**config.mk**
```make
export PLATFORM = sky130hd
export DESIGN_NAME = csma_ca_channel_access
export DESIGN_NICKNAME = d
export VERILOG_FILES = /design/src/hdl/csma_pkg.sv /design/src/hdl/csma_div.sv /design/src/hdl/csma_dp.sv /design/src/hdl/csma_ctrl.sv /design/src/hdl/csma_ca_channel_access.sv
export SDC_FILE = /design/constraint.sdc
export NUM_CORES = 1
export LEC_CHECK = 0
export ABC_AREA = 1
export BUFFER_PORTS_ARGS = -buffer_cell sky130_fd_sc_hd__buf_2
export CAP_MARGIN = 20
export CORE_MARGIN = 10
export CORE_UTILIZATION = 55
export CTS_CLUSTER_SIZE = 24
export DETAILED_ROUTE_END_ITERATION = 7
export PLACE_DENSITY = 0.71
export SLEW_MARGIN = 20
export SYNTH_ARGS = -nofsm -noshare
export SYNTH_HDL_FRONTEND = slang
export SYNTH_SLANG_ARGS = --single-unit
```
**constraint.sdc**
```tcl
create_clock -name clk -period 6.35 [get_ports clk]
set_input_delay 0.9525 -clock clk [delete_from_list [all_inputs] [get_ports clk]]
set_output_delay 0.9525 -clock clk [all_outputs]
set_load 0.01 [all_outputs]
```
**src/hdl/csma_pkg.sv**
```systemverilog
`default_nettype none
// ----------------------------------------------------------------------------
// csma_pkg: shared types and constants of the CSMA-CA channel access engine
// Field widths, event and action codes, and the command and status bundles
// that pass between the controller and the datapath.
// ----------------------------------------------------------------------------
package csma_pkg;

    // Field and state widths
    localparam int WIN_W      = 18;
    localparam int TX_W       = 9;
    localparam int STEP_W     = 5;
    localparam int LEN_W      = 8;
    localparam int RSSI_W     = 9;
    localparam int RND_W      = 16;
    localparam int DELAY_W    = 16;
    localparam int TIMEOUT_W  = 16;
    localparam int GUARD_W    = 8;
    localparam int GAP_W      = 8;
    localparam int CMD_W      = 2;
    localparam int ACT_W      = 3;
    localparam int MODE_W     = 2;
    localparam int RATE_W     = 2;
    localparam int CFG_IDX_W  = 3;
    localparam int CFG_DATA_W = 16;
    localparam int IN_DATA_W  = 40;
    localparam int OUT_DATA_W = 16;

    // Event codes
    localparam logic [CMD_W-1:0] CMD_START = 2'd0;
    localparam logic [CMD_W-1:0] CMD_DELAY = 2'd1;
    localparam logic [CMD_W-1:0] CMD_RSSI  = 2'd2;

    // Configuration register indexes
    localparam logic [CFG_IDX_W-1:0] CFG_ACCESS_MODE = 3'd0;
    localparam logic [CFG_IDX_W-1:0] CFG_TIMEOUT     = 3'd1;
    localparam logic [CFG_IDX_W-1:0] CFG_RATE_CLASS  = 3'd2;
    localparam logic [CFG_IDX_W-1:0] CFG_THRESHOLD   = 3'd3;
    localparam logic [CFG_IDX_W-1:0] CFG_GUARD       = 3'd4;
    localparam logic [CFG_IDX_W-1:0] CFG_GAP         = 3'd5;

    // Backoff modes
    localparam logic [MODE_W-1:0] MODE_UNCON = 2'd0;
    localparam logic [MODE_W-1:0] MODE_AIND  = 2'd1;
    localparam logic [MODE_W-1:0] MODE_RAIND = 2'd2;
    localparam logic [MODE_W-1:0] MODE_RIGD  = 2'd3;

    // Rate classes and their byte divisors
    localparam logic [RATE_W-1:0] RATE_LOW    = 2'd0;
    localparam logic [RATE_W-1:0] RATE_NORMAL = 2'd1;
    localparam logic [RATE_W-1:0] RATE_HIGH   = 2'd2;
    localparam logic [LEN_W-1:0]  DIV_LOW     = 8'd1;
    localparam logic [LEN_W-1:0]  DIV_NORMAL  = 8'd6;
    localparam logic [LEN_W-1:0]  DIV_HIGH    = 8'd20;

    // Reset values of the configuration registers
    localparam logic [RATE_W-1:0]        RATE_RESET  = RATE_NORMAL;
    localparam logic signed [RSSI_W-1:0] THR_RESET   = -9'sd86;
    localparam logic [GUARD_W-1:0]       GUARD_RESET = 8'd5;
    localparam logic [GAP_W-1:0]         GAP_RESET   = 8'd5;

    localparam logic [STEP_W-1:0] STEP_MAX = '1;

    typedef enum logic [ACT_W-1:0] {
        ACT_WAIT,
        ACT_MEASURE,
        ACT_TX,
        ACT_FAIL,
        ACT_REJECT
    } action_t;

    typedef enum logic [1:0] {
        PH_IDLE,
        PH_WAIT,
        PH_MEAS
    } phase_t;

    // Operand pairs of the shared divider
    typedef enum logic [1:0] {
        DIV_LEN_RATE,
        DIV_WIN_TX,
        DIV_RND_SLOTS,
        DIV_RND_HALF
    } div_sel_t;

    // Start offset updates
    typedef enum logic [1:0] {
        OFS_HOLD,
        OFS_ZERO,
        OFS_MUL,
        OFS_REM
    } ofs_op_t;

    // Result commits: each writes the output register, and all but reject and start failure also the phase state
    typedef enum logic [2:0] {
        RES_NONE,
        RES_REJECT,
        RES_FAIL_START,
        RES_FAIL_BUSY,
        RES_MEAS,
        RES_GAP,
        RES_TX,
        RES_LAUNCH
    } res_op_t;

    typedef struct packed {
        logic     load_in;
        logic     start_clear;
        logic     div_start;
        div_sel_t div_sel;
        logic     tx_load;
        logic     win_start;
        logic     win_busy;
        logic     slots_load;
        ofs_op_t  ofs_op;
        res_op_t  res_op;
    } dp_cmd_t;

    typedef struct packed {
        logic [CMD_W-1:0]  cmd;
        phase_t            phase;
        logic              check_second;
        logic              chan_clear;
        logic              guard_fail;
        logic              tca_pos;
        logic [MODE_W-1:0] mode;
        logic              tx_zero;
        logic              slots_zero;
        logic              half_zero;
        logic              div_done;
        logic              out_free;
    } dp_status_t;

    // Byte divisor of a rate class; the unused class behaves as normal rate
    function automatic logic [LEN_W-1:0] rate_divisor(input logic [RATE_W-1:0] rc);
        logic [LEN_W-1:0] d;
        case (rc)
            RATE_LOW:  d = DIV_LOW;
            RATE_HIGH: d = DIV_HIGH;
            default:   d = DIV_NORMAL;
        endcase
        return d;
    endfunction

endpackage
`default_nettype wire

```
**src/hdl/csma_div.sv**
```systemverilog
`default_nettype none
// ----------------------------------------------------------------------------
// csma_div: serial restoring divider
// One quotient bit per cycle; quotient and remainder hold after done pulses.
// The divisor must be nonzero.
// ----------------------------------------------------------------------------
module csma_div #(
    parameter int W = csma_pkg::WIN_W
) (
    input  wire logic         clk,
    input  wire logic         rst_n,
    input  wire logic         start,
    input  wire logic [W-1:0] dividend,
    input  wire logic [W-1:0] divisor,
    output logic              done,
    output logic [W-1:0]      quotient,
    output logic [W-1:0]      remainder
);

    localparam int CNT_W = $clog2(W + 1);

    logic             busy_reg;
    logic             done_reg;
    logic [CNT_W-1:0] cnt_reg;
    logic [W-1:0]     rem_reg;
    logic [W-1:0]     quo_reg;
    logic [W-1:0]     dvs_reg;

    logic [W:0]       rem_shift;
    logic [W:0]       rem_sub;
    logic             ge;

    // Shift in the next dividend bit and try the subtraction
    always_comb
    begin
        rem_shift = {rem_reg, quo_reg[W-1]};
        rem_sub   = rem_shift - {1'b0, dvs_reg};
        ge        = (rem_shift >= {1'b0, dvs_reg});
    end

    // Step counter and done pulse
    always_ff @(posedge clk or negedge rst_n)
    begin
        if (!rst_n)
        begin
            busy_reg <= 1'b0;
            done_reg <= 1'b0;
            cnt_reg  <= '0;
        end
        else if (start)
        begin
            busy_reg <= 1'b1;
            done_reg <= 1'b0;
            cnt_reg  <= '0;
        end
        else if (busy_reg)
        begin
            cnt_reg <= cnt_reg + 1'b1;
            if (cnt_reg == CNT_W'(W - 1))
            begin
                busy_reg <= 1'b0;
                done_reg <= 1'b1;
            end
        end
        else
        begin
            done_reg <= 1'b0;
        end
    end

    // Partial remainder and quotient
    always_ff @(posedge clk)
    begin
        if (start)
        begin
            rem_reg <= '0;
            quo_reg <= dividend;
            dvs_reg <= divisor;
        end
        else if (busy_reg)
        begin
            rem_reg <= ge ? rem_sub[W-1:0] : rem_shift[W-1:0];
            quo_reg <= {quo_reg[W-2:0], ge};
        end
    end

    assign done      = done_reg;
    assign quotient  = quo_reg;
    assign remainder = rem_reg;

endmodule
`default_nettype wire

```
**src/hdl/csma_dp.sv**
```systemverilog
`default_nettype none
// ----------------------------------------------------------------------------
// csma_dp: channel access datapath
// Configuration registers, event capture, access window state, offset draws
// through the shared divider and the output register.
// ----------------------------------------------------------------------------
module csma_dp (
    input  wire logic                                clk,
    input  wire logic                                rst_n,
    input  wire logic                                cfg_valid,
    input  wire logic [csma_pkg::CFG_IDX_W-1:0]      cfg_index,
    input  wire logic [csma_pkg::CFG_DATA_W-1:0]     cfg_data,
    input  wire logic [csma_pkg::IN_DATA_W-1:0]      s_tdata,
    input  wire logic [csma_pkg::CMD_W-1:0]          s_tuser,
    output logic                                     m_tvalid,
    input  wire logic                                m_tready,
    output logic [csma_pkg::OUT_DATA_W-1:0]          m_tdata,
    output logic [csma_pkg::ACT_W-1:0]               m_tuser,
    input  wire csma_pkg::dp_cmd_t                   cmd,
    output csma_pkg::dp_status_t                     status
);

    localparam int WIN_W = csma_pkg::WIN_W;
    localparam int TX_W  = csma_pkg::TX_W;
    localparam int SH_W  = csma_pkg::STEP_W + 1;
    localparam int TCA_W = csma_pkg::TIMEOUT_W + 1;
    localparam int MUL_W = csma_pkg::RND_W + TX_W;

    // Configuration
    logic [csma_pkg::MODE_W-1:0]         mode_reg;
    logic [csma_pkg::TIMEOUT_W-1:0]      timeout_reg;
    logic [csma_pkg::RATE_W-1:0]         rate_reg;
    logic signed [csma_pkg::RSSI_W-1:0]  thr_reg;
    logic [csma_pkg::GUARD_W-1:0]        guard_reg;
    logic [csma_pkg::GAP_W-1:0]          gap_reg;

    // Captured event
    logic [csma_pkg::CMD_W-1:0]          cmd_reg;
    logic [csma_pkg::LEN_W-1:0]          len_reg;
    logic signed [csma_pkg::RSSI_W-1:0]  rssi_reg;
    logic [csma_pkg::RND_W-1:0]          rnd_reg;

    // Access state
    csma_pkg::phase_t                    phase_reg;
    logic [TX_W-1:0]                     tx_reg;
    logic [WIN_W-1:0]                    win_now_reg;
    logic [WIN_W-1:0]                    win_first_reg;
    logic [WIN_W-1:0]                    time_left_reg;
    logic [csma_pkg::STEP_W-1:0]         step_reg;
    logic                                check_reg;
    logic [WIN_W-1:0]                    slots_reg;
    logic [WIN_W-1:0]                    offset_reg;

    // Output register
    logic                                out_valid_reg;
    csma_pkg::action_t                   act_reg;
    logic [csma_pkg::DELAY_W-1:0]        delay_reg;

    logic signed [TCA_W-1:0]             tca;
    logic                                tca_pos;
    logic [SH_W-1:0]                     sh;
    logic [WIN_W-1:0]                    half;
    logic [MUL_W-1:0]                    mul;
    logic [WIN_W-1:0]                    left_next;
    logic                                out_free;
    logic [WIN_W-1:0]                    div_dividend;
    logic [WIN_W-1:0]                    div_divisor;
    logic                                div_done;
    logic [WIN_W-1:0]                    div_quo;
    logic [WIN_W-1:0]                    div_rem;

    // Window, halving slot, slotted offset and remaining time
    always_comb
    begin
        tca       = $signed({1'b0, timeout_reg}) - $signed(TCA_W'(tx_reg));
        tca_pos   = !tca[TCA_W-1] && (tca != '0);
        sh        = SH_W'(step_reg) + SH_W'(1);
        half      = (sh >= SH_W'(WIN_W)) ? '0 : (win_first_reg >> sh);
        mul       = div_rem[csma_pkg::RND_W-1:0] * tx_reg;
        left_next = win_now_reg - offset_reg;
        out_free  = !out_valid_reg || m_tready;
    end

    // Select divider operands
    always_comb
    begin
        unique case (cmd.div_sel)
            csma_pkg::DIV_LEN_RATE:
            begin
                div_dividend = WIN_W'(len_reg);
                div_divisor  = WIN_W'(csma_pkg::rate_divisor(rate_reg));
            end
            csma_pkg::DIV_WIN_TX:
            begin
                div_dividend = win_now_reg;
                div_divisor  = WIN_W'(tx_reg);
            end
            csma_pkg::DIV_RND_SLOTS:
            begin
                div_dividend = WIN_W'(rnd_reg);
                div_divisor  = slots_reg;
            end
            csma_pkg::DIV_RND_HALF:
            begin
                div_dividend = WIN_W'(rnd_reg);
                div_divisor  = half;
            end
        endcase
    end

    csma_div #(
        .W (WIN_W)
    ) u_div (
        .clk       (clk),
        .rst_n     (rst_n),
        .start     (cmd.div_start),
        .dividend  (div_dividend),
        .divisor   (div_divisor),
        .done      (div_done),
        .quotient  (div_quo),
        .remainder (div_rem)
    );

    // Write configuration registers
    always_ff @(posedge clk or negedge rst_n)
    begin
        if (!rst_n)
        begin
            mode_reg    <= csma_pkg::MODE_UNCON;
            timeout_reg <= '0;
            rate_reg    <= csma_pkg::RATE_RESET;
            thr_reg     <= csma_pkg::THR_RESET;
            guard_reg   <= csma_pkg::GUARD_RESET;
            gap_reg     <= csma_pkg::GAP_RESET;
        end
        else if (cfg_valid)
        begin
            case (cfg_index)
                csma_pkg::CFG_ACCESS_MODE: mode_reg    <= cfg_data[csma_pkg::MODE_W-1:0];
                csma_pkg::CFG_TIMEOUT:     timeout_reg <= cfg_data[csma_pkg::TIMEOUT_W-1:0];
                csma_pkg::CFG_RATE_CLASS:  rate_reg    <= cfg_data[csma_pkg::RATE_W-1:0];
                csma_pkg::CFG_THRESHOLD:   thr_reg     <= $signed(cfg_data[csma_pkg::RSSI_W-1:0]);
                csma_pkg::CFG_GUARD:       guard_reg   <= cfg_data[csma_pkg::GUARD_W-1:0];
                csma_pkg::CFG_GAP:         gap_reg     <= cfg_data[csma_pkg::GAP_W-1:0];
                default: ;
            endcase
        end
    end

    // Capture the event on an input transfer
    always_ff @(posedge clk)
    begin
        if (cmd.load_in)
        begin
            cmd_reg  <= s_tuser;
            len_reg  <= s_tdata[7:0];
            rssi_reg <= $signed(s_tdata[16:8]);
            rnd_reg  <= s_tdata[32:17];
        end
    end

    // Slot count and start offset
    always_ff @(posedge clk)
    begin
        if (cmd.slots_load)
        begin
            slots_reg <= div_quo;
        end
        unique case (cmd.ofs_op)
            csma_pkg::OFS_HOLD: ;
            csma_pkg::OFS_ZERO: offset_reg <= '0;
            csma_pkg::OFS_MUL:  offset_reg <= mul[WIN_W-1:0];
            csma_pkg::OFS_REM:  offset_reg <= div_rem;
        endcase
    end

    // Access state and output register
    always_ff @(posedge clk or negedge rst_n)
    begin
        if (!rst_n)
        begin
            phase_reg     <= csma_pkg::PH_IDLE;
            tx_reg        <= '0;
            win_now_reg   <= '0;
            win_first_reg <= '0;
            time_left_reg <= '0;
            step_reg      <= '0;
            check_reg     <= 1'b0;
            out_valid_reg <= 1'b0;
            act_reg       <= csma_pkg::ACT_WAIT;
            delay_reg     <= '0;
        end
        else
        begin
            if (cmd.start_clear)
            begin
                step_reg  <= '0;
                check_reg <= 1'b0;
            end
            if (cmd.tx_load)
            begin
                tx_reg <= div_quo[TX_W-1:0] + TX_W'(1);
            end
            if (cmd.win_start)
            begin
                win_now_reg <= WIN_W'(tca[TCA_W-2:0]);
                if (mode_reg == csma_pkg::MODE_RIGD)
                begin
                    win_first_reg <= WIN_W'(tca[TCA_W-2:0]);
                end
            end
            if (cmd.win_busy)
            begin
                win_now_reg <= time_left_reg;
                if (mode_reg == csma_pkg::MODE_RIGD && step_reg != csma_pkg::STEP_MAX)
                begin
                    step_reg <= step_reg + 1'b1;
                end
            end

            // Drop the output once taken; a new commit refills it
            if (m_tready)
            begin
                out_valid_reg <= 1'b0;
            end

            if (cmd.res_op != csma_pkg::RES_NONE)
            begin
                out_valid_reg <= 1'b1;
                delay_reg     <= '0;
            end

            unique case (cmd.res_op)
                csma_pkg::RES_NONE: ;
                csma_pkg::RES_REJECT:
                begin
                    act_reg <= csma_pkg::ACT_REJECT;
                end
                csma_pkg::RES_FAIL_START:
                begin
                    act_reg <= csma_pkg::ACT_FAIL;
                end
                csma_pkg::RES_FAIL_BUSY:
                begin
                    act_reg   <= csma_pkg::ACT_FAIL;
                    phase_reg <= csma_pkg::PH_IDLE;
                    check_reg <= 1'b0;
                end
                csma_pkg::RES_MEAS:
                begin
                    act_reg   <= csma_pkg::ACT_MEASURE;
                    phase_reg <= csma_pkg::PH_MEAS;
                end
                csma_pkg::RES_GAP:
                begin
                    act_reg   <= csma_pkg::ACT_WAIT;
                    delay_reg <= csma_pkg::DELAY_W'(gap_reg);
                    phase_reg <= csma_pkg::PH_WAIT;
                    check_reg <= 1'b1;
                end
                csma_pkg::RES_TX:
                begin
                    act_reg   <= csma_pkg::ACT_TX;
                    phase_reg <= csma_pkg::PH_IDLE;
                    check_reg <= 1'b0;
                end
                csma_pkg::RES_LAUNCH:
                begin
                    time_left_reg <= left_next;
                    check_reg     <= 1'b0;
                    if (offset_reg != '0)
                    begin
                        act_reg   <= csma_pkg::ACT_WAIT;
                        delay_reg <= offset_reg[csma_pkg::DELAY_W-1:0];
                        phase_reg <= csma_pkg::PH_WAIT;
                    end
                    else
                    begin
                        act_reg   <= csma_pkg::ACT_MEASURE;
                        phase_reg <= csma_pkg::PH_MEAS;
                    end
                end
            endcase
        end
    end

    // Status toward the controller
    always_comb
    begin
        status.cmd          = cmd_reg;
        status.phase        = phase_reg;
        status.check_second = check_reg;
        status.chan_clear   = (rssi_reg <= thr_reg);
        status.guard_fail   = (time_left_reg < WIN_W'(guard_reg));
        status.tca_pos      = tca_pos;
        status.mode         = mode_reg;
        status.tx_zero      = (tx_reg == '0);
        status.slots_zero   = (slots_reg == '0);
        status.half_zero    = (half == '0);
        status.div_done     = div_done;
        status.out_free     = out_free;
    end

    assign m_tvalid = out_valid_reg;
    assign m_tdata  = delay_reg;
    assign m_tuser  = act_reg;

endmodule
`default_nettype wire

```
**src/hdl/csma_ctrl.sv**
```systemverilog
`default_nettype none
// ----------------------------------------------------------------------------
// csma_ctrl: channel access sequencer
// Decodes each event against the phase, runs the divider steps of the offset
// draw and commits one result when the output register is free.
// ----------------------------------------------------------------------------
module csma_ctrl (
    input  wire logic                  clk,
    input  wire logic                  rst_n,
    input  wire logic                  s_tvalid,
    output logic                       s_tready,
    input  wire csma_pkg::dp_status_t  status,
    output csma_pkg::dp_cmd_t          cmd
);

    typedef enum logic [3:0] {
        S_IDLE,
        S_DECODE,
        S_TXDIV,
        S_TCA,
        S_SLOTS,
        S_SLOTDIV,
        S_SLOTCHK,
        S_REMDIV,
        S_HALV,
        S_HDIV,
        S_OUT
    } state_t;

    state_t             state_reg;
    state_t             state_next;
    csma_pkg::res_op_t  res_reg;
    csma_pkg::res_op_t  res_next;

    // Next state and datapath commands
    always_comb
    begin
        state_next = state_reg;
        res_next   = res_reg;
        cmd        = '0;

        unique case (state_reg)
            S_IDLE:
            begin
                cmd.load_in = s_tvalid;
                if (s_tvalid)
                begin
                    state_next = S_DECODE;
                end
            end

            S_DECODE:
            begin
                state_next = S_OUT;
                if (status.cmd == csma_pkg::CMD_START && status.phase == csma_pkg::PH_IDLE)
                begin
                    cmd.start_clear = 1'b1;
                    cmd.div_start   = 1'b1;
                    cmd.div_sel     = csma_pkg::DIV_LEN_RATE;
                    state_next      = S_TXDIV;
                end
                else if (status.cmd == csma_pkg::CMD_DELAY
                         && status.phase == csma_pkg::PH_WAIT)
                begin
                    res_next = csma_pkg::RES_MEAS;
                end
                else if (status.cmd == csma_pkg::CMD_RSSI
                         && status.phase == csma_pkg::PH_MEAS)
                begin
                    if (status.chan_clear)
                    begin
                        res_next = status.check_second ? csma_pkg::RES_TX : csma_pkg::RES_GAP;
                    end
                    else if (status.guard_fail)
                    begin
                        res_next = csma_pkg::RES_FAIL_BUSY;
                    end
                    else
                    begin
                        // Re-draw a backoff inside the remaining time
                        cmd.win_busy = 1'b1;
                        res_next     = csma_pkg::RES_LAUNCH;
                        priority if (status.mode == csma_pkg::MODE_AIND
                                     || status.mode == csma_pkg::MODE_RAIND)
                        begin
                            state_next = S_SLOTS;
                        end
                        else if (status.mode == csma_pkg::MODE_RIGD)
                        begin
                            state_next = S_HALV;
                        end
                        else
                        begin
                            cmd.ofs_op = csma_pkg::OFS_ZERO;
                        end
                    end
                end
                else
                begin
                    res_next = csma_pkg::RES_REJECT;
                end
            end

            S_TXDIV:
            begin
                if (status.div_done)
                begin
                    cmd.tx_load = 1'b1;
                    state_next  = S_TCA;
                end
            end

            S_TCA:
            begin
                if (!status.tca_pos)
                begin
                    res_next   = csma_pkg::RES_FAIL_START;
                    state_next = S_OUT;
                end
                else
                begin
                    cmd.win_start = 1'b1;
                    res_next      = csma_pkg::RES_LAUNCH;
                    priority if (status.mode == csma_pkg::MODE_RAIND)
                    begin
                        state_next = S_SLOTS;
                    end
                    else if (status.mode == csma_pkg::MODE_RIGD)
                    begin
                        state_next = S_HALV;
                    end
                    else
                    begin
                        cmd.ofs_op = csma_pkg::OFS_ZERO;
                        state_next = S_OUT;
                    end
                end
            end

            S_SLOTS:
            begin
                if (status.tx_zero)
                begin
                    cmd.ofs_op = csma_pkg::OFS_ZERO;
                    state_next = S_OUT;
                end
                else
                begin
                    cmd.div_start = 1'b1;
                    cmd.div_sel   = csma_pkg::DIV_WIN_TX;
                    state_next    = S_SLOTDIV;
                end
            end

            S_SLOTDIV:
            begin
                if (status.div_done)
                begin
                    cmd.slots_load = 1'b1;
                    state_next     = S_SLOTCHK;
                end
            end

            S_SLOTCHK:
            begin
                if (status.slots_zero)
                begin
                    cmd.ofs_op = csma_pkg::OFS_ZERO;
                    state_next = S_OUT;
                end
                else
                begin
                    cmd.div_start = 1'b1;
                    cmd.div_sel   = csma_pkg::DIV_RND_SLOTS;
                    state_next    = S_REMDIV;
                end
            end

            S_REMDIV:
            begin
                if (status.div_done)
                begin
                    cmd.ofs_op = csma_pkg::OFS_MUL;
                    state_next = S_OUT;
                end
            end

            S_HALV:
            begin
                if (status.half_zero)
                begin
                    cmd.ofs_op = csma_pkg::OFS_ZERO;
                    state_next = S_OUT;
                end
                else
                begin
                    cmd.div_start = 1'b1;
                    cmd.div_sel   = csma_pkg::DIV_RND_HALF;
                    state_next    = S_HDIV;
                end
            end

            S_HDIV:
            begin
                if (status.div_done)
                begin
                    cmd.ofs_op = csma_pkg::OFS_REM;
                    state_next = S_OUT;
                end
            end

            S_OUT:
            begin
                // Hold the result until the output register can take it
                if (status.out_free)
                begin
                    cmd.res_op = res_reg;
                    state_next = S_IDLE;
                end
            end

            default:
            begin
                state_next = S_IDLE;
            end
        endcase
    end

    // State and pending result
    always_ff @(posedge clk or negedge rst_n)
    begin
        if (!rst_n)
        begin
            state_reg <= S_IDLE;
            res_reg   <= csma_pkg::RES_NONE;
        end
        else
        begin
            state_reg <= state_next;
            res_reg   <= res_next;
        end
    end

    assign s_tready = (state_reg == S_IDLE);

endmodule
`default_nettype wire

```
**src/hdl/csma_ca_channel_access.sv**
```systemverilog
`default_nettype none
// ----------------------------------------------------------------------------
// csma_ca_channel_access: CSMA-CA channel access engine with double CCA
// Answers each start, delay-expired or RSSI event with one action.
//
//   channel | direction | handshake          | payload
//   --------+-----------+--------------------+----------------------------------
//   s_      | in        | s_tvalid/s_tready  | tuser: cmd; tdata: length, rssi,
//           |           |                    |   random value
//   m_      | out       | m_tvalid/m_tready  | tuser: action; tdata: delay ticks
//   cfg_    | in        | cfg_valid/cfg_ready| index, data
//
// One event at a time. A delay event, or an RSSI event that finds the channel
// clear or the guard time spent, is committed directly. A start first divides
// length by rate on the shared serial divider; an offset draw adds divides of
// window by slot length, random value by slot count or by halving slot.
// A stalled output holds its result; the next event is taken meanwhile and
// waits in its final step for the output register. Reset is asynchronous,
// active low, with no clearing pass. The configuration port is always ready.
// ----------------------------------------------------------------------------
module csma_ca_channel_access (
    input  wire logic                             clk,
    input  wire logic                             rst_n,
    // fields from bit 0: packet_length[7:0], rssi[16:8], random_value[32:17]
    input  wire logic [csma_pkg::IN_DATA_W-1:0]   s_tdata,
    // fields from bit 0: cmd[1:0]
    input  wire logic [csma_pkg::CMD_W-1:0]       s_tuser,
    input  wire logic                             s_tvalid,
    output logic                                  s_tready,
    // fields from bit 0: delay_ticks[15:0]
    output logic [csma_pkg::OUT_DATA_W-1:0]       m_tdata,
    // fields from bit 0: action[2:0]
    output logic [csma_pkg::ACT_W-1:0]            m_tuser,
    output logic                                  m_tvalid,
    input  wire logic                             m_tready,
    input  wire logic                             cfg_valid,
    output logic                                  cfg_ready,
    input  wire logic [csma_pkg::CFG_IDX_W-1:0]   cfg_index,
    input  wire logic [csma_pkg::CFG_DATA_W-1:0]  cfg_data
);

    csma_pkg::dp_cmd_t     dp_cmd;
    csma_pkg::dp_status_t  dp_status;

    assign cfg_ready = 1'b1;

    csma_ctrl u_ctrl (
        .clk      (clk),
        .rst_n    (rst_n),
        .s_tvalid (s_tvalid),
        .s_tready (s_tready),
        .status   (dp_status),
        .cmd      (dp_cmd)
    );

    csma_dp u_dp (
        .clk       (clk),
        .rst_n     (rst_n),
        .cfg_valid (cfg_valid),
        .cfg_index (cfg_index),
        .cfg_data  (cfg_data),
        .s_tdata   (s_tdata),
        .s_tuser   (s_tuser),
        .m_tvalid  (m_tvalid),
        .m_tready  (m_tready),
        .m_tdata   (m_tdata),
        .m_tuser   (m_tuser),
        .cmd       (dp_cmd),
        .status    (dp_status)
    );

    // An accepted event closes the input until its result is committed
    a_one_event: assert property (@(posedge clk) disable iff (!rst_n)
        (s_tvalid && s_tready) |=> !s_tready)
        else $error("input taken while an event is in progress");

    // Only a wait action carries a delay
    a_delay_zero: assert property (@(posedge clk) disable iff (!rst_n)
        (m_tvalid && m_tuser != csma_pkg::ACT_WAIT) |-> (m_tdata == '0))
        else $error("nonzero delay on an action other than wait");

    // A commit never overwrites a result that is still waiting
    a_no_overwrite: assert property (@(posedge clk) disable iff (!rst_n)
        (dp_cmd.res_op != csma_pkg::RES_NONE) |-> dp_status.out_free)
        else $error("result committed into an occupied output register");

endmodule
`default_nettype wire
```
# Word-level counts from Yosys, hierarchy flattened
# Index checks and enable logic that the tools add are counted.
op_classes:
  mux: 93
  n_mul: 1
  n_eq_ne: 45
  add_sub_neg: 7
  reduce_logical: 43
  order_cmp: 4
  shift: 1
ops:
  columns: ["operator", "count"]
  rows:
  - ["2-to-1 mux 18 bit", 6]
  - ["case mux 18 bit (3 select lines)", 2]
  - ["case mux 18 bit (4 select lines)", 1]
  - ["2-to-1 mux 4 bit", 16]
  - ["case mux 4 bit (10 select lines)", 1]
  - ["logical NOT 18 bit", 2]
  - ["subtractor 18 bit", 2]
  - ["2-to-1 mux 3 bit", 11]
  - ["2-to-1 mux 16 bit", 2]
  - ["case mux 16 bit (2 select lines)", 1]
  - ["2-to-1 mux 2 bit", 14]
  - ["2-to-1 mux 1 bit", 27]
  - ["2-to-1 mux 5 bit", 5]
  - ["greater-or-equal comparator 19 x 18 -> 1 bit", 1]
  - ["equality test 2 bit, second input constant", 9]
  - ["equality test 3 bit, second input constant", 6]
  - ["< comparator 18 x 8 -> 1 bit", 1]
  - ["multiplier 16 x 9 -> 18 bit", 1]
  - ["case mux 3 bit (6 select lines)", 1]
  - ["nonzero test 18 bit", 1]
  - [">> shifter 16 x 6 -> 18 bit", 1]
  - ["nonzero test 17 bit", 1]
  - ["subtractor 16 x 9 -> 17 bit", 1]
  - ["equality test 4 x 3 -> 1 bit, second input constant", 4]
  - ["other kinds (37)", 77]
totals:
  out_inout_bits: 22
  elab_cells: 224
  register_bits: 273

# Longest topological paths before layout
logic_depth:
  depth_word: 11
  ltp_mapped: 26

# By module
# Synthesis repeated with hierarchy kept, for this count alone.
hier_totals:
  cells_unflattened: 2546
  hier_area_um2: 19651.3
by_module_without_submodules:
  columns: ["mod", "instances", "area_per_inst_um2", "seq_area_each_um2", "cells_each"]
  rows:
  - ["csma_dp", 1, 15061.9, 5472.7, 1912]
  - ["csma_div", 1, 3679.8, 1616.6, 476]
  - ["csma_ctrl", 1, 898.4, 175.2, 156]
  - ["csma_ca_channel_access", 1, 11.3, 0.0, 2]

# Least setup slack after synthesis
# No wires, ideal clock.
synth_timing:
  kind: "reg-to-reg"
  start: "reg u_dp.tx_reg[2]"
  end: "reg u_dp.offset_reg[17], data pin"
  setup_ns: 0.254
  stages_incl_launch_ff: 24
  required_ns: 6.096
  path_buffers: 2
  period_less_slack_ns: 4.767
  setup_slack_ns: 1.583
  t_arrival_ns: 4.514
  path_cell_list: "dfrtp_1 > clkbuf_1 > buf_1 > nand2_1 > fa_1 > inv_1 > fa_1 > fa_1 > inv_1 > fa_1 > inv_1 > ha_1 > nand2_1 > nand2_1 > nand3_1 > nand3_1 > a21o_1 > nand2_1 > nand2_1 > nand3_1 > o21ai_0 > or2_2 > nand3_1 > nand2_1"
synth_via:
  elab_chain_cells: 7
  word_cells_on_any_way: 13
  classes_between: "add/sub (1); mul (1); eq/ne (3); mux (4); reduce/logical (4)"
synth_lines:
  columns: ["element", "line_no", "source"]
  rows:
  - ["start, declared", "csma_dp.sv:45", "logic [TX_W-1:0] tx_reg;"]
  - ["start signal, assigned", "csma_dp.sv:202", "tx_reg <= div_quo[TX_W-1:0] + TX_W'(1);"]
  - ["subtractor 16 x 9 -> 17 bit", "csma_dp.sv:75", "tca = $signed({1'b0, timeout_reg}) - $signed(TCA_W'(tx_reg));"]
  - ["nonzero test 17 bit / logical NOT 1 bit (equally long branches)", "csma_dp.sv:76", "tca_pos = !tca[TCA_W-1] && (tca != '0);"]
  - ["logical AND 1 bit", "csma_dp.sv:76", null]
  - ["2-to-1 mux 2 bit", "csma_ctrl.sv:115", "if (!status.tca_pos)"]
  - ["case mux 2 bit (7 select lines)", "csma_ctrl.sv:42", "unique case (state_reg)"]
  - ["equality test 2 bit / equality test 2 x 1 -> 1 bit (equally long branches)", "csma_dp.sv:169", "unique case (cmd.ofs_op)"]
  - ["case mux 18 bit (3 select lines) (*)", "csma_dp.sv:169", null]
  - ["end signal, assigned", "csma_dp.sv:172", "csma_pkg::OFS_MUL: offset_reg <= mul[WIN_W-1:0];"]
  - ["end signal, assigned", "csma_dp.sv:173", "csma_pkg::OFS_REM: offset_reg <= div_rem;"]
  - ["end, declared", "csma_dp.sv:52", "logic [WIN_W-1:0] offset_reg;"]
# Mark *: on every way between the ends. The rest lies on a longest branch, timed or not.
# A chain may end at the register's enable or synchronous reset.

# Worst setup path after layout
# Same ends and word-level chain as after synthesis.

==> impl_metrics.ini <==
[timing]
finalCriticalPeriod_ps = 5290
rsz0062_at_grt = no
tns_ps = 0
slew_violations = 0
tightest_slew_ps = 985
hold_viol_final = 0
slew_headroom = 0.341
setup_viol = 0
max_freq_ghz = 0.189
finalClockSkew_ps = 14.7
setup_ws_ps = 1060
fin_crit_sh = 0.833

[global_route]
antenna_found_initial = 0
grt_pass1_wl_um = 85400
grt.total_usage = 0.257
grt-ovfl-total = 0
grt_pass1_vias = 16000
grt_max_degree = 86

[floorplanning]
start_util = 0.560
fp.dieW_um = 205
die_y_um = 205
fp.coreArea_um2 = 33700
fp.dieArea_um2 = 42100
ioPinCount = 88
row_count = 67

[synth]
synth_top_area_frac = 0.182
muxShareOfSynthArea = 0
ys_types = 54
yosys_register_bits = 272
synth_area_leader_cell = dfrtp_1
yosys_warnings = 0
ys_seq_area_frac = 0.385
synth-edff-count = 107
synth_top_family_by_area = simple AND/OR/NAND/NOR gates
ys.flop_type = dfrtp_1
synth_adder_area_share = 0.152
synth.top_cells.by_area = dfrtp_1, edfxtp_1, nand2_1, fa_1, inv_1
synth-compound-area-share = 0.0952
synthSimpleGateAreaFrac = 0.242
async_flop_share = 0.540
postSynthCellCount = 2408
synth_area_um2 = 18900
avgSynthCellArea_um2 = 7.83
syn-num-nets = 2653
synthXorXnorAreaFrac = 0.0228

[power]
p_per_area_nw_per_um2 = 455
combPwrFrac = 0.471
switching_power_mw = 4.25
swShare = 0.454
clkPwrFrac = 0.194
internal-power_mw = 5.10
peakVddDrop_v = 0.000261
p_total_mw = 9.35
p_leak_nw = 10.6
p_seq_frac = 0.335

[critical_path]
timing.rr.end = u_dp.offset_reg[17]
rrSetupSlack_ps = 1060
reg2reg_depth = 21
critPathRequiredTime_ps = 6640
arrival_ps = 5570
critPathKind = reg2reg
reg2reg_from = u_dp.tx_reg[2]
end_kind = register
path_max_fanout = 19
start_kind = register

[routing]
vias_per_cell = 5.49
drt_iter0_drc = 1304
postRouteAntennaNets = 0
drt_pass1_iterations = 6
wire_per_inst_um = 18.2
drcViolationCount = 0
routed_wl_um = 53300
vias = 16000

[placed_design]
io_buffers = 79
gp_congestion = 0.982
place_area_um2 = 19500
dp_hpwl_um = 41300
dp_slack_ps = 1130

[cts]
cts_resized = 0
tritoncts = built
clockBufferDepth = 3
htreeDepth = 1
cts_buffers = 30
clk_latency_ps = 560
cts_setup_buffers = 0
cts.sinks = 272
hold_buffers = 0
path_clk_slew_ps = 60
clockRootBuffer = clkbuf_16

[finish]
drive_gt1_frac = 0.0776
final_nets = 2696
layout-area-overhead-vs-synth_pct = 9.10
final_area_um2 = 20600
utilization = 0.610

[min_path]
hp-class = in2async

[run]
cap_violations = 0

[outcome]
status = finished clean
## final cells by class
class,instances,area (um2)
multi-input cells,1645,9670
inverters,408,1530
well taps,448,561
diodes,1,2.50
flip-flops and latches,272,7260
repair buffers,94,514
clock buffers,36,795
fillers,3088,13100
clock inverters,20,234
## worst max-delay path: stages, from the launching register on
cell,delay [ps]
dfrtp_1,820
nand2_1,200
fa_1,580
inv_1,60
fa_1,470
fa_1,510
inv_1,70
fa_1,540
inv_1,40
ha_1,350
nand2_1,90
nand2_1,50
nand3_1,60
nand3_1,120
a21o_1,180
nand2_1,60
nand2_1,70
nand3_1,100
o21ai_0,150
or2_2,310
nand3_1,70
nand2_1,120
## cell usage after synthesis, drive strengths merged (2+ instances only)
cell type,instances
nand2,688
inv,407
nor2,168
o21ai,167
nand3,162
dfrtp,137
edfxtp,107
ha,96
fa,83
a21oi,82
clkbuf,53
buf,30
nand4,26
xnor2,26
xor2,23
nor3,22
dfxtp,18
o211ai,18
nor4,14
or2,12
o22ai,11
a21o,10
dfstp,10
a211oi,5
a32o,5
nand3b,5
o221ai,5
a21boi,4
o31ai,3
o21bai,2
## worst max path at each step
stage                         startpoint                  end  slack (ps)  cells after the start
final                     u_dp.tx_reg[2]  u_dp.offset_reg[17]        1060                     21
after global routing      u_dp.tx_reg[2]  u_dp.offset_reg[17]         730                     21
after CTS                 u_dp.tx_reg[2]  u_dp.offset_reg[17]        1090                     21
after detailed placement  u_dp.tx_reg[2]  u_dp.offset_reg[17]        1130                     21
after global placement    u_dp.tx_reg[2]  u_dp.offset_reg[17]        1140                     21
after floorplan           u_dp.tx_reg[2]  u_dp.offset_reg[17]        1580                     23
## stage by stage
stage | instances | hold slack (ps)
after floorplan | 2408 | 427
after global placement | 2867 | 436
after detailed placement | 2867 | 444
after CTS | 2923 | 457
after global routing | 2923 | 473
final | 2924 | 439
## logic make-up after synthesis
kind of cell             after synthesis
AND/OR/NAND/NOR                     1098
buffers and inverters                491
AO/OA/AOI/OAI                        318
flip-flops                           272
adder cells (fa/ha/maj)              179
XOR/XNOR                              49
other                                  1
## cells in the final DEF (no fill, tap or decap), types with 5 or more instances in the layout
cell type  count
nand2_1      684
nand4_1       26
fa_1          83
o211ai_1      18
edfxtp_1     107
o21ai_1       11
bufinv_16      5
nor2_1       160
inv_2          6
nand3b_1       5
ha_1          96
xor2_1        23
nor2_2         7
or2_2         12
dfrtp_1      137
clkinv_2       5
inv_1        401
nor3_1        18
buf_4         15
nor4_1        14
dfstp_2       10
a21o_1        10
a21oi_1       81
o221ai_1       5
nand3_1      159
o22ai_1       11
xnor2_1       26
clkinv_1       6
clkbuf_16     31
buf_2         78
o21ai_0      154
a32o_1         5
clkbuf_1       5
dfxtp_1       18
## layer usage
| metal | part of all wire | global-route usage | vias up |
|---|---|---|---|
| li1 | - | - | 7774 |
| met1 | 0.41 | 0.324 | 7589 |
| met2 | 0.48 | 0.436 | 560 |
| met3 | 0.070 | 0.0404 | 121 |
| met4 | 0.043 | 0.0961 | 0 |
| met5 | 0 | 0 | - |
## power by group through the flow
stage	sequential, mW	combinational [mW]	clock, mW
global route	3.18	5.02	1.91
floorplan	2.76	3.41	0
global placement	3.13	4.25	0
finish	3.13	4.40	1.82
detailed placement	3.14	4.33	0
CTS	3.11	4.38	1.83
No activity file was read; power rests on OpenSTA's default activity.
